### src/hdl/hps_pkg.sv
`timescale 1ns / 1ps

package hps_pkg;

  // Field and register widths.
  localparam int ELAPSED_WIDTH = 16;
  localparam int GAIN_W        = 16;
  localparam int SERVO_W       = 15;
  localparam int LIMIT_W       = 30;
  localparam int HEAD_W        = 16;
  localparam int RATE_W        = 19;
  localparam int CFG_W         = 30;
  localparam int CFG_IDX_W     = 3;

  // Internal widths. The integral holds the clamp limit plus one step's addition.
  localparam int ADD_W     = ELAPSED_WIDTH + HEAD_W;
  localparam int INTEG_W   = ((ADD_W > 31) ? ADD_W : 31) + 2;
  localparam int ISUM_W    = INTEG_W + 1;
  localparam int FILT_W    = 27;
  localparam int FSCALE_W  = FILT_W + 8;
  localparam int WRAP_W    = 18;
  localparam int MUL_A_W   = (INTEG_W > 30) ? INTEG_W : 30;
  localparam int MUL_B_W   = (ELAPSED_WIDTH + 1 > 31) ? ELAPSED_WIDTH + 1 : 31;
  localparam int PROD_W    = MUL_A_W + MUL_B_W;
  localparam int ACC_W     = INTEG_W + 27;
  localparam int SHIFTED_W = ACC_W - 16;
  localparam int QSAT_W    = 28;
  localparam int U_W       = 29;
  localparam int U_SUM_W   = U_W + 1;
  localparam int QUOT_W    = 20;
  localparam int CORR_W    = 19;
  localparam int STEER_W   = 22;
  localparam int RECIP_SHIFT = 39;

  // Heading wrap constants.
  localparam logic signed [WRAP_W-1:0] WRAP_HALF = 18'sd18000;
  localparam logic signed [WRAP_W-1:0] WRAP_FULL = 18'sd36000;

  // Rounding bias of the correction, half of 65536000.
  localparam logic [25:0] ROUND_BIAS = 26'd32768000;

  // The shifted sum is saturated to 28 bits, then offset to stay positive
  // for the divide by 1000. The offset is a multiple of 1000.
  localparam logic signed [QSAT_W-1:0] QSAT_MAX    = 28'sh7FFFFFF;
  localparam logic signed [QSAT_W-1:0] QSAT_MIN    = 28'sh8000000;
  localparam logic [U_W-1:0]           DIV_OFFSET  = 29'd134218000;
  localparam logic [QUOT_W-1:0]        QUOT_OFFSET = 20'd134218;
  localparam logic [29:0]              RECIP_1000  = 30'd549755813;
  localparam logic [U_SUM_W-1:0]       DIVISOR     = 30'd1000;

  // Register reset values.
  localparam logic [GAIN_W-1:0]  PROP_GAIN_RST    = 16'd512;
  localparam logic [GAIN_W-1:0]  INTEG_GAIN_RST   = 16'd0;
  localparam logic [GAIN_W-1:0]  DERIV_GAIN_RST   = 16'd0;
  localparam logic [SERVO_W-1:0] SLEW_STEP_RST    = 15'd250;
  localparam logic [LIMIT_W-1:0] INTEG_LIMIT_RST  = 30'd30000000;
  localparam logic [SERVO_W-1:0] SERVO_CENTER_RST = 15'd7100;
  localparam logic [SERVO_W-1:0] SERVO_LOW_RST    = 15'd100;
  localparam logic [SERVO_W-1:0] SERVO_HIGH_RST   = 15'd15000;

  typedef enum logic [CFG_IDX_W-1:0] {
    REG_PROP_GAIN,
    REG_INTEG_GAIN,
    REG_DERIV_GAIN,
    REG_SLEW_STEP,
    REG_INTEG_LIMIT,
    REG_SERVO_CENTER,
    REG_SERVO_LOW,
    REG_SERVO_HIGH
  } cfg_reg_t;

  typedef struct packed {
    logic [GAIN_W-1:0]  prop_gain;
    logic [GAIN_W-1:0]  integ_gain;
    logic [GAIN_W-1:0]  deriv_gain;
    logic [SERVO_W-1:0] slew_step;
    logic [LIMIT_W-1:0] integ_limit;
    logic [SERVO_W-1:0] servo_center;
    logic [SERVO_W-1:0] servo_low;
    logic [SERVO_W-1:0] servo_high;
  } cfg_t;

  typedef enum logic [3:0] {
    ST_IDLE,
    ST_FILTER,
    ST_INTEG,
    ST_PROP,
    ST_DERIV,
    ST_SCALE,
    ST_ITERM,
    ST_ROUND,
    ST_SAT,
    ST_RECIP,
    ST_QUOT,
    ST_CORR,
    ST_STEER,
    ST_UPDATE,
    ST_EMIT
  } state_t;

  typedef enum logic [2:0] {
    MUL_ELAPSED,
    MUL_PROP,
    MUL_DERIV,
    MUL_INTEG,
    MUL_RECIP
  } mul_sel_t;

  typedef enum logic [2:0] {
    ACC_HOLD,
    ACC_LOAD,
    ACC_SUB,
    ACC_X1000,
    ACC_ADD,
    ACC_ROUND
  } acc_op_t;

  typedef struct packed {
    logic     capture;
    logic     mul_en;
    mul_sel_t mul_sel;
    logic     filt_en;
    logic     integ_en;
    acc_op_t  acc_op;
    logic     sat_en;
    logic     quot_en;
    logic     corr_en;
    logic     steer_en;
    logic     update_en;
    logic     emit;
  } cmd_t;

  typedef struct packed {
    logic out_free;
  } status_t;

endpackage

### src/hdl/hps_cfg_regs.sv
`timescale 1ns / 1ps

module hps_cfg_regs (
  input  logic                         clk,
  input  logic                         rst,
  input  logic                         cfg_write,
  input  logic [hps_pkg::CFG_IDX_W-1:0] cfg_index,
  input  logic [hps_pkg::CFG_W-1:0]    cfg_data,
  output hps_pkg::cfg_t                cfg
);
  import hps_pkg::*;

  // Register file, written one register at a time.
  always_ff @(posedge clk) begin
    if (rst) begin
      cfg.prop_gain    <= PROP_GAIN_RST;
      cfg.integ_gain   <= INTEG_GAIN_RST;
      cfg.deriv_gain   <= DERIV_GAIN_RST;
      cfg.slew_step    <= SLEW_STEP_RST;
      cfg.integ_limit  <= INTEG_LIMIT_RST;
      cfg.servo_center <= SERVO_CENTER_RST;
      cfg.servo_low    <= SERVO_LOW_RST;
      cfg.servo_high   <= SERVO_HIGH_RST;
    end else if (cfg_write) begin
      case (cfg_reg_t'(cfg_index))
        REG_PROP_GAIN:    cfg.prop_gain    <= cfg_data[GAIN_W-1:0];
        REG_INTEG_GAIN:   cfg.integ_gain   <= cfg_data[GAIN_W-1:0];
        REG_DERIV_GAIN:   cfg.deriv_gain   <= cfg_data[GAIN_W-1:0];
        REG_SLEW_STEP:    cfg.slew_step    <= cfg_data[SERVO_W-1:0];
        REG_INTEG_LIMIT:  cfg.integ_limit  <= cfg_data[LIMIT_W-1:0];
        REG_SERVO_CENTER: cfg.servo_center <= cfg_data[SERVO_W-1:0];
        REG_SERVO_LOW:    cfg.servo_low    <= cfg_data[SERVO_W-1:0];
        REG_SERVO_HIGH:   cfg.servo_high   <= cfg_data[SERVO_W-1:0];
        default: begin
        end
      endcase
    end
  end

endmodule

### src/hdl/hps_ctrl.sv
`timescale 1ns / 1ps

module hps_ctrl (
  input  logic             clk,
  input  logic             rst,
  input  logic             in_valid,
  input  logic             sample_fresh,
  input  hps_pkg::status_t status,
  output logic             in_stall,
  output hps_pkg::cmd_t    cmd
);
  import hps_pkg::*;

  state_t state;
  state_t state_next;

  // State register.
  always_ff @(posedge clk) begin
    if (rst) begin
      state <= ST_IDLE;
    end else begin
      state <= state_next;
    end
  end

  // Next state: a stale sample goes straight to the result.
  always_comb begin
    state_next = state;
    case (state)
      ST_IDLE: begin
        if (in_valid) begin
          state_next = sample_fresh ? ST_FILTER : ST_EMIT;
        end
      end
      ST_FILTER: state_next = ST_INTEG;
      ST_INTEG:  state_next = ST_PROP;
      ST_PROP:   state_next = ST_DERIV;
      ST_DERIV:  state_next = ST_SCALE;
      ST_SCALE:  state_next = ST_ITERM;
      ST_ITERM:  state_next = ST_ROUND;
      ST_ROUND:  state_next = ST_SAT;
      ST_SAT:    state_next = ST_RECIP;
      ST_RECIP:  state_next = ST_QUOT;
      ST_QUOT:   state_next = ST_CORR;
      ST_CORR:   state_next = ST_STEER;
      ST_STEER:  state_next = ST_UPDATE;
      ST_UPDATE: state_next = ST_EMIT;
      ST_EMIT: begin
        if (status.out_free) begin
          state_next = ST_IDLE;
        end
      end
      default: state_next = ST_IDLE;
    endcase
  end

  // Datapath commands for each state.
  always_comb begin
    in_stall    = (state != ST_IDLE);
    cmd         = '0;
    cmd.mul_sel = MUL_ELAPSED;
    cmd.acc_op  = ACC_HOLD;
    case (state)
      ST_IDLE: cmd.capture = in_valid;
      ST_FILTER: begin
        cmd.filt_en = 1'b1;
        cmd.mul_en  = 1'b1;
        cmd.mul_sel = MUL_ELAPSED;
      end
      ST_INTEG: begin
        cmd.integ_en = 1'b1;
        cmd.mul_en   = 1'b1;
        cmd.mul_sel  = MUL_PROP;
      end
      ST_PROP: begin
        cmd.acc_op  = ACC_LOAD;
        cmd.mul_en  = 1'b1;
        cmd.mul_sel = MUL_DERIV;
      end
      ST_DERIV: begin
        cmd.acc_op  = ACC_SUB;
        cmd.mul_en  = 1'b1;
        cmd.mul_sel = MUL_INTEG;
      end
      ST_SCALE:  cmd.acc_op = ACC_X1000;
      ST_ITERM:  cmd.acc_op = ACC_ADD;
      ST_ROUND:  cmd.acc_op = ACC_ROUND;
      ST_SAT:    cmd.sat_en = 1'b1;
      ST_RECIP: begin
        cmd.mul_en  = 1'b1;
        cmd.mul_sel = MUL_RECIP;
      end
      ST_QUOT:   cmd.quot_en   = 1'b1;
      ST_CORR:   cmd.corr_en   = 1'b1;
      ST_STEER:  cmd.steer_en  = 1'b1;
      ST_UPDATE: cmd.update_en = 1'b1;
      ST_EMIT:   cmd.emit      = 1'b1;
      default: begin
      end
    endcase
  end

endmodule

### src/hdl/hps_datapath.sv
`timescale 1ns / 1ps

module hps_datapath (
  input  logic                                    clk,
  input  logic                                    rst,
  input  hps_pkg::cmd_t                           cmd,
  input  hps_pkg::cfg_t                           cfg,
  input  logic signed [hps_pkg::HEAD_W-1:0]       target_heading,
  input  logic signed [hps_pkg::HEAD_W-1:0]       measured_heading,
  input  logic signed [hps_pkg::RATE_W-1:0]       yaw_rate,
  input  logic [hps_pkg::ELAPSED_WIDTH-1:0]       elapsed_ms,
  input  logic                                    restart,
  input  logic                                    out_stall,
  output hps_pkg::status_t                        status,
  output logic                                    out_valid,
  output logic [hps_pkg::SERVO_W-1:0]             servo_command,
  output logic signed [hps_pkg::HEAD_W-1:0]       heading_error,
  output logic                                    at_limit
);
  import hps_pkg::*;

  // Controller state.
  logic signed [INTEG_W-1:0] integ;
  logic signed [FILT_W-1:0]  filt;
  logic [SERVO_W-1:0]        last_cmd;

  // Working registers.
  logic signed [HEAD_W-1:0]  err;
  logic [ELAPSED_WIDTH-1:0]  dt;
  logic signed [RATE_W-1:0]  rate;
  logic signed [PROD_W-1:0]  prod;
  logic signed [INTEG_W-1:0] add_step;
  logic signed [ACC_W-1:0]   acc;
  logic [U_W-1:0]            quo_in;
  logic [QUOT_W-1:0]         quo;
  logic signed [CORR_W-1:0]  corr;
  logic [SERVO_W-1:0]        steer_cmd;

  // Combinational values.
  logic signed [WRAP_W-1:0]   wrap_0;
  logic signed [WRAP_W-1:0]   wrap_1;
  logic signed [WRAP_W-1:0]   wrap_2;
  logic signed [FILT_W:0]     filt_diff;
  logic signed [FSCALE_W-1:0] filt_ext;
  logic signed [FSCALE_W-1:0] filt_scaled;
  logic signed [FILT_W-1:0]   filt_next;
  logic signed [MUL_A_W-1:0]  mul_a;
  logic signed [MUL_B_W-1:0]  mul_b;
  logic signed [ADD_W-1:0]    add_v;
  logic signed [ISUM_W-1:0]   integ_sum;
  logic signed [ISUM_W-1:0]   lim_v;
  logic signed [ISUM_W-1:0]   integ_next;
  logic signed [ACC_W-1:0]    prod_t;
  logic signed [ACC_W-1:0]    acc_next;
  logic signed [SHIFTED_W-1:0] shifted;
  logic signed [QSAT_W-1:0]   q_sat;
  logic [U_SUM_W-1:0]         u_sum;
  logic [U_SUM_W-1:0]         q_x1000;
  logic [U_SUM_W-1:0]         rem;
  logic [QUOT_W-1:0]          quo_fix;
  logic signed [QUOT_W:0]     corr_wide;
  logic signed [STEER_W-1:0]  want;
  logic signed [STEER_W-1:0]  slew_v;
  logic signed [STEER_W-1:0]  step_diff;
  logic signed [STEER_W-1:0]  step_d;
  logic signed [STEER_W-1:0]  cmd_raw;
  logic signed [STEER_W-1:0]  lo_v;
  logic signed [STEER_W-1:0]  hi_v;
  logic signed [STEER_W-1:0]  cmd_lo;
  logic signed [STEER_W-1:0]  cmd_hi;
  logic                       steer_at_limit;
  logic                       last_at_limit;
  logic                       out_free;

  // Heading error wrapped into half a turn either way.
  always_comb begin
    wrap_0 = WRAP_W'(target_heading) - WRAP_W'(measured_heading);
    if (wrap_0 > WRAP_HALF) begin
      wrap_1 = wrap_0 - WRAP_FULL;
    end else if (wrap_0 < -WRAP_HALF) begin
      wrap_1 = wrap_0 + WRAP_FULL;
    end else begin
      wrap_1 = wrap_0;
    end
    if (wrap_1 > WRAP_HALF) begin
      wrap_2 = wrap_1 - WRAP_FULL;
    end else if (wrap_1 < -WRAP_HALF) begin
      wrap_2 = wrap_1 + WRAP_FULL;
    end else begin
      wrap_2 = wrap_1;
    end
  end

  // Rate filter: f += floor(90 * ((rate << 8) - f) / 256).
  always_comb begin
    filt_diff   = (FILT_W + 1)'($signed({rate, 8'b0})) - (FILT_W + 1)'(filt);
    filt_ext    = FSCALE_W'(filt_diff);
    filt_scaled = (filt_ext <<< 6) + (filt_ext <<< 4) + (filt_ext <<< 3) + (filt_ext <<< 1);
    filt_next   = filt + filt_scaled[FSCALE_W-1:8];
  end

  // Operand selection for the shared multiplier.
  always_comb begin
    mul_a = MUL_A_W'(err);
    mul_b = MUL_B_W'(dt);
    case (cmd.mul_sel)
      MUL_ELAPSED: begin
        mul_a = MUL_A_W'(err);
        mul_b = MUL_B_W'(dt);
      end
      MUL_PROP: begin
        mul_a = MUL_A_W'(err);
        mul_b = MUL_B_W'(cfg.prop_gain);
      end
      MUL_DERIV: begin
        mul_a = MUL_A_W'(filt);
        mul_b = MUL_B_W'(cfg.deriv_gain);
      end
      MUL_INTEG: begin
        mul_a = MUL_A_W'(integ);
        mul_b = MUL_B_W'(cfg.integ_gain);
      end
      MUL_RECIP: begin
        mul_a = MUL_A_W'(quo_in);
        mul_b = MUL_B_W'(RECIP_1000);
      end
      default: begin
      end
    endcase
  end

  // Integral step, clamped to the limit.
  always_comb begin
    add_v     = prod[ADD_W-1:0];
    integ_sum = ISUM_W'(integ) + ISUM_W'(add_v);
    lim_v     = ISUM_W'(cfg.integ_limit);
    if (integ_sum > lim_v) begin
      integ_next = lim_v;
    end else if (integ_sum < -lim_v) begin
      integ_next = -lim_v;
    end else begin
      integ_next = integ_sum;
    end
  end

  // Accumulator for 1000 * (256 * P - D) + 256 * I + bias.
  always_comb begin
    prod_t   = prod[ACC_W-1:0];
    acc_next = acc;
    case (cmd.acc_op)
      ACC_HOLD:  acc_next = acc;
      ACC_LOAD:  acc_next = prod_t <<< 8;
      ACC_SUB:   acc_next = acc - prod_t;
      ACC_X1000: acc_next = (acc <<< 10) - (acc <<< 4) - (acc <<< 3);
      ACC_ADD:   acc_next = acc + (prod_t <<< 8);
      ACC_ROUND: acc_next = acc + ACC_W'(ROUND_BIAS);
      default:   acc_next = acc;
    endcase
  end

  // Divide by 65536 and saturate; beyond the saturation point the slew
  // limit gives the same command anyway.
  always_comb begin
    shifted = acc[ACC_W-1:16];
    if (shifted > SHIFTED_W'(QSAT_MAX)) begin
      q_sat = QSAT_MAX;
    end else if (shifted < SHIFTED_W'(QSAT_MIN)) begin
      q_sat = QSAT_MIN;
    end else begin
      q_sat = QSAT_W'(shifted);
    end
    u_sum = U_SUM_W'(q_sat) + U_SUM_W'(DIV_OFFSET);
  end

  // Reciprocal quotient may be one short; one compare fixes it.
  always_comb begin
    q_x1000 = U_SUM_W'({quo, 10'b0}) - U_SUM_W'({quo, 4'b0}) - U_SUM_W'({quo, 3'b0});
    rem     = U_SUM_W'(quo_in) - q_x1000;
    quo_fix = (rem >= DIVISOR) ? quo + QUOT_W'(1) : quo;
    corr_wide = $signed({1'b0, quo_fix}) - $signed({1'b0, QUOT_OFFSET});
  end

  // Slew limit against the last command, then the low and high clamps.
  always_comb begin
    want      = STEER_W'(cfg.servo_center) - STEER_W'(corr);
    slew_v    = STEER_W'(cfg.slew_step);
    step_diff = want - STEER_W'(last_cmd);
    if (step_diff > slew_v) begin
      step_d = slew_v;
    end else if (step_diff < -slew_v) begin
      step_d = -slew_v;
    end else begin
      step_d = step_diff;
    end
    cmd_raw = STEER_W'(last_cmd) + step_d;
    lo_v    = STEER_W'(cfg.servo_low);
    hi_v    = STEER_W'(cfg.servo_high);
    cmd_lo  = (cmd_raw < lo_v) ? lo_v : cmd_raw;
    cmd_hi  = (cmd_lo > hi_v) ? hi_v : cmd_lo;
  end

  // Limit flags against the current servo range.
  assign steer_at_limit = (steer_cmd <= cfg.servo_low) || (steer_cmd >= cfg.servo_high);
  assign last_at_limit  = (last_cmd <= cfg.servo_low) || (last_cmd >= cfg.servo_high);

  // Output register frees up when empty or taken in this cycle.
  assign out_free        = !out_valid || !out_stall;
  assign status.out_free = out_free;

  // Controller state: restart clears it when the request is taken.
  always_ff @(posedge clk) begin
    if (rst) begin
      integ    <= '0;
      filt     <= '0;
      last_cmd <= SERVO_CENTER_RST;
    end else begin
      if (cmd.capture && restart) begin
        integ    <= '0;
        filt     <= '0;
        last_cmd <= cfg.servo_center;
      end
      if (cmd.filt_en) begin
        filt <= filt_next;
      end
      if (cmd.integ_en) begin
        integ <= INTEG_W'(integ_next);
      end
      if (cmd.update_en) begin
        last_cmd <= steer_cmd;
        if (steer_at_limit) begin
          integ <= integ - add_step;
        end
      end
    end
  end

  // Working registers of the datapath.
  always_ff @(posedge clk) begin
    if (cmd.capture) begin
      err  <= HEAD_W'(wrap_2);
      dt   <= (elapsed_ms == '0) ? ELAPSED_WIDTH'(1) : elapsed_ms;
      rate <= yaw_rate;
    end
    if (cmd.mul_en) begin
      prod <= mul_a * mul_b;
    end
    if (cmd.integ_en) begin
      add_step <= INTEG_W'(add_v);
    end
    acc <= acc_next;
    if (cmd.sat_en) begin
      quo_in <= u_sum[U_W-1:0];
    end
    if (cmd.quot_en) begin
      quo <= prod[RECIP_SHIFT+QUOT_W-1:RECIP_SHIFT];
    end
    if (cmd.corr_en) begin
      corr <= CORR_W'(corr_wide);
    end
    if (cmd.steer_en) begin
      steer_cmd <= cmd_hi[SERVO_W-1:0];
    end
  end

  // Result valid flag.
  always_ff @(posedge clk) begin
    if (rst) begin
      out_valid <= 1'b0;
    end else if (cmd.emit && out_free) begin
      out_valid <= 1'b1;
    end else if (!out_stall) begin
      out_valid <= 1'b0;
    end
  end

  // Result payload.
  always_ff @(posedge clk) begin
    if (cmd.emit && out_free) begin
      servo_command <= last_cmd;
      heading_error <= err;
      at_limit      <= last_at_limit;
    end
  end

endmodule

### src/hdl/heading_pid_steering_unit.sv
// A fresh sample steps through the filter, integral, term, rounding, divide and
// steering states before its result is posted; a stale sample goes straight to
// the result; an output stall holds it back. A request is taken only when idle,
// as the controller steps one shared multiplier and accumulator through the terms.
// Reset (rst, synchronous, active high) loads the register defaults, clears the
// integral and rate filter, sets the last command to 7100 and empties the output.
`timescale 1ns / 1ps

module heading_pid_steering_unit (
  input  logic                                 clk,
  input  logic                                 rst,
  input  logic                                 cfg_write,
  input  logic [hps_pkg::CFG_IDX_W-1:0]        cfg_index,
  input  logic [hps_pkg::CFG_W-1:0]            cfg_data,
  input  logic                                 in_valid,
  output logic                                 in_stall,
  input  logic signed [hps_pkg::HEAD_W-1:0]    target_heading,
  input  logic signed [hps_pkg::HEAD_W-1:0]    measured_heading,
  input  logic signed [hps_pkg::RATE_W-1:0]    yaw_rate,
  input  logic [hps_pkg::ELAPSED_WIDTH-1:0]    elapsed_ms,
  input  logic                                 sample_fresh,
  input  logic                                 restart,
  output logic                                 out_valid,
  input  logic                                 out_stall,
  output logic [hps_pkg::SERVO_W-1:0]          servo_command,
  output logic signed [hps_pkg::HEAD_W-1:0]    heading_error,
  output logic                                 at_limit
);
  import hps_pkg::*;

  cfg_t    cfg;
  cmd_t    cmd;
  status_t status;

  // Configuration registers.
  hps_cfg_regs u_cfg (
    .clk       (clk),
    .rst       (rst),
    .cfg_write (cfg_write),
    .cfg_index (cfg_index),
    .cfg_data  (cfg_data),
    .cfg       (cfg)
  );

  // Sequencer.
  hps_ctrl u_ctrl (
    .clk          (clk),
    .rst          (rst),
    .in_valid     (in_valid),
    .sample_fresh (sample_fresh),
    .status       (status),
    .in_stall     (in_stall),
    .cmd          (cmd)
  );

  // Arithmetic and output register.
  hps_datapath u_dp (
    .clk              (clk),
    .rst              (rst),
    .cmd              (cmd),
    .cfg              (cfg),
    .target_heading   (target_heading),
    .measured_heading (measured_heading),
    .yaw_rate         (yaw_rate),
    .elapsed_ms       (elapsed_ms),
    .restart          (restart),
    .out_stall        (out_stall),
    .status           (status),
    .out_valid        (out_valid),
    .servo_command    (servo_command),
    .heading_error    (heading_error),
    .at_limit         (at_limit)
  );

endmodule

### config.mk
export PLATFORM = sky130hd
export DESIGN_NAME = heading_pid_steering_unit
export DESIGN_NICKNAME = d
export VERILOG_FILES = /design/src/hdl/hps_pkg.sv /design/src/hdl/hps_cfg_regs.sv /design/src/hdl/hps_ctrl.sv /design/src/hdl/hps_datapath.sv /design/src/hdl/heading_pid_steering_unit.sv
export SDC_FILE = /design/constraint.sdc
export NUM_CORES = 2
export LEC_CHECK = 0
export BUFFER_PORTS_ARGS = -buffer_cell sky130_fd_sc_hd__clkbuf_2
export CORE_ASPECT_RATIO = 0.6
export CORE_MARGIN = 1
export CORE_UTILIZATION = 60
export DETAILED_ROUTE_END_ITERATION = 8
export PLACE_DENSITY = 0.77
export SYNTH_ARGS = -nofsm -noshare
export SYNTH_HDL_FRONTEND = slang
export SYNTH_SLANG_ARGS = --single-unit
### constraint.sdc
create_clock -name clk -period 15.6 [get_ports clk]
set_clock_uncertainty 0.05 [all_clocks]
set_input_delay 1.56 -clock clk [delete_from_list [all_inputs] [get_ports clk]]
set_output_delay 1.56 -clock clk [all_outputs]
set_load 0.02 [all_outputs]
==> qor.yml <==
clocking:
  clock_sinks: 539
  root_buffer: "clkbuf_16"
  cts_made_buffers: 61
  h-tree-depth: 2
  cts.clk_slew.worst_paths_ns: 0.07
  cts_tree: "yes"
  ctsLongestPathBuffers: 3
  clkLatencyLatePin_ns: 0.71
routing:
  vias_per_cell: 6.35
  firstDrtPassIters: 9
  wl_per_cell_um: 24.5
  ant_nets: 0
  drt-total-wl_mm: 274
  drt_iter0_drc: 9511
  num_vias: 70819
  drc: 0
floorplan:
  die_h_um: 285
  io-pin-count: 141
  row_count: 103
  core-area_um2: 132000
  start_util_pct: 60.7
  fp.dieW_um: 474
  die_area_um2: 135000
grt:
  grt_max_degree: 89
  grt-ovfl-total: 0
  track_usage_pct: 39.9
  grt_pass1_wl_mm: 410
  grt_antenna_before_repair: 13
  grt_pass1_vias: 66324
sta:
  setup_viol: 0
  period_minus_slack_ns: 14.51
  max_freq_ghz: 0.0689
  rsz0062_at_grt: "false"
  fin_tns_setup_ns: 0
  finalMaxSlewViolations: 0
  hold_violations: 0
  relSlewSlack_pct: 4.79
  fin_crit_sh_pct: 93.0
  worstMarginPinSlew_ns: 1.41
logic_synthesis:
  ys_types: 109
  synth_edf_count: 320
  synthArstFlopShare_pct: 0
  ys_warn_count: 0
  syn_avg_cell_area_um2: 8.63
  ys_ff_latch: 539
  synthesis.area_um2: 80200
  synth-main-ff-cell: "edfxtp_1"
  synthCells: 9290
  ys_seq_area_share_pct: 17.5
placement:
  port-buffer-count: 140
  gp_congestion: 1.03
  hpwlAfterDp_mm: 222
worst_setup_path:
  max_stage_delay_ns: 0.49
  critPathCaptureType: "flip-flop"
  cp-start-kind: "flip-flop"
  cp_common_cell: "o21ai_0"
  crit_fanout: 30
  rrSetupSlack_ns: 1.09
  crit_type: "flip-flop to flip-flop"
  worstPathArrival_ns: 14.93
  r2r_cells: 63
  slowest_stage: "o31ai_1"
  r2r_end: "u_dp.steer_cmd[4]"
  reg2reg_from: "u_dp.corr[1]"
  required_ns: 16.02
min_path:
  min_to: "u_cfg.cfg[105]"
  holdPathStages: 2
  hold_path_class: "flip-flop to flip-flop"
  hold_start: "u_cfg.cfg[105]"
layout:
  final_layout_size_suffix_gt1_share_pct: 5.39
  area_delta_synth_final_pct: 6.20
  num-fill-cells: 11062
  fin_nets: 11232
flow_run:
  drv_cap: 0
run_status:
  status: "complete, no violations"
## logic make-up after synthesis
kind of cell,after synthesis,synth area share (%)
AOI/OAI and AO/OA,2082,17.1
DFF,539,17.5
other,2,0.00937
muxes,67,0.997
and+or+nand+nor,2575,14.7
xor gates and xnor gates,535,5.85
buffers and inverters,1675,7.91
adders and majority gates,1815,36.0
## metrics by stage
stage	setup WS, ns	cells	util [%]	hold slack (ns)	instance area (um^2)
6_report	1.09	11153	64.4	0.409	85100
3_3_place_gp	1.07	11029	62.8	0.390	83000
4_1_cts	0.935	11145	64.4	0.405	85100
3_5_place_dp	1.05	11029	62.8	0.397	83000
5_1_grt	0.156	11149	64.4	0.425	85100
2_1_floorplan	3.31	9314	-	0.376	80300
## placed cells by master (no fill, tap or decap), types with 36 or more instances in the layout
cell and count:
a211o_1 39, and3_1 56, edfxtp_1 320, and2_1 114, o21ai_0 343, nand2_1 1176
xnor2_1 384, xor2_1 150, o21bai_1 52, nor2_1 441, clkbuf_16 65, clkbuf_2 139
dfxtp_1 217, buf_4 105, nand3_1 160, nand4_1 74, ha_1 998, nor3_1 142
nor2b_1 115, o21a_1 120, nand2b_1 105, fa_1 815, a311oi_1 36, a221oi_1 45
a21oi_1 634, o31ai_1 44, inv_1 1356, a211oi_1 57, o211ai_1 76, a31oi_1 55
a21o_1 252
## worst max-delay path by stage
stage                               endpoint          from
final                      u_dp.steer_cmd[4]  u_dp.corr[1]
after global routing       u_dp.steer_cmd[4]  u_dp.corr[1]
after CTS                  u_dp.steer_cmd[4]  u_dp.corr[1]
after detailed placement   u_dp.steer_cmd[4]  u_dp.corr[1]
after global placement     u_dp.steer_cmd[1]  u_dp.corr[1]
after floorplan           u_dp.steer_cmd[10]  u_dp.corr[1]
## flip-flops by register name, summed over array words and instances (netlist names), 20 cells and up
| signal | cells |
|---|---|
| u_dp.filt | 27 |
| u_dp.quo | 20 |
| u_dp.prod | 61 |
| u_dp.quo_in | 29 |
| u_dp.add_step | 32 |
| u_dp.acc | 61 |
| u_dp.integ | 34 |
| u_cfg.cfg | 138 |
## what timing repair did
action                                  4_1_cts  5_1_grt
endpoints found under the setup margin        0       15
resized for setup                             0        4
buffers inserted                              0        3
hold buffers                                  0        0
## cells in the mapped netlist (46+ instances only)
| cell type | count | area [um^2] |
|---|---|---|
| a211oi_1 | 57 | 428 |
| a21o_1 | 252 | 1890 |
| a21oi_1 | 641 | 3210 |
| a221oi_1 | 46 | 403 |
| a31oi_1 | 65 | 407 |
| and2_1 | 114 | 713 |
| and3_1 | 57 | 357 |
| clkbuf_1 | 277 | 1040 |
| dfxtp_1 | 219 | 4380 |
| edfxtp_1 | 320 | 9610 |
| fa_1 | 816 | 16300 |
| ha_1 | 999 | 12500 |
| inv_1 | 1356 | 5090 |
| nand2_1 | 1178 | 4420 |
| nand2b_1 | 106 | 663 |
| nand3_1 | 160 | 801 |
| nand4_1 | 74 | 463 |
| nor2_1 | 446 | 1670 |
| nor2b_1 | 116 | 726 |
| nor3_1 | 148 | 741 |
| o211ai_1 | 76 | 571 |
| o21a_1 | 120 | 901 |
| o21ai_0 | 344 | 1720 |
| o21bai_1 | 52 | 390 |
| xnor2_1 | 384 | 3360 |
| xor2_1 | 150 | 1310 |
## cell type report
cell class | instances | area [um^2] | area share [%]
flip-flops and latches | 539 | 14000 | 16.4
diodes | 5 | 12.5 | 0.0147
well taps | 1785 | 2230 | 2.62
inverters | 1361 | 5110 | 6.00
repair buffers | 247 | 1540 | 1.80
multi-input cells | 7100 | 60100 | 70.7
clock inverters | 40 | 380 | 0.447
clock buffers | 76 | 1720 | 2.02
## layer usage
metal | up-vias | wire length [um] | GRT usage (%)
li1 | 31581 | - | -
met1 | 34144 | 120000 | 61.5
met2 | 4584 | 102000 | 51.7
met3 | 504 | 44300 | 15.2
met4 | 6 | 7140 | 9.16
met5 | - | 42 | 0
## critical path: cells and delay by family (launching register included)
family / cells / cell delay [ns]
xor+xnor: 3 / 0.71
compound gates: 30 / 6.93
simple gates: 16 / 2.16
fa+ha+maj: 7 / 2.22
mux: 2 / 0.73
buf+inv: 5 / 0.98
flops: 1 / 0.42
Power is not shown: default switching activity piles up to over one toggle a cycle in this logic, so the estimate is an artifact.
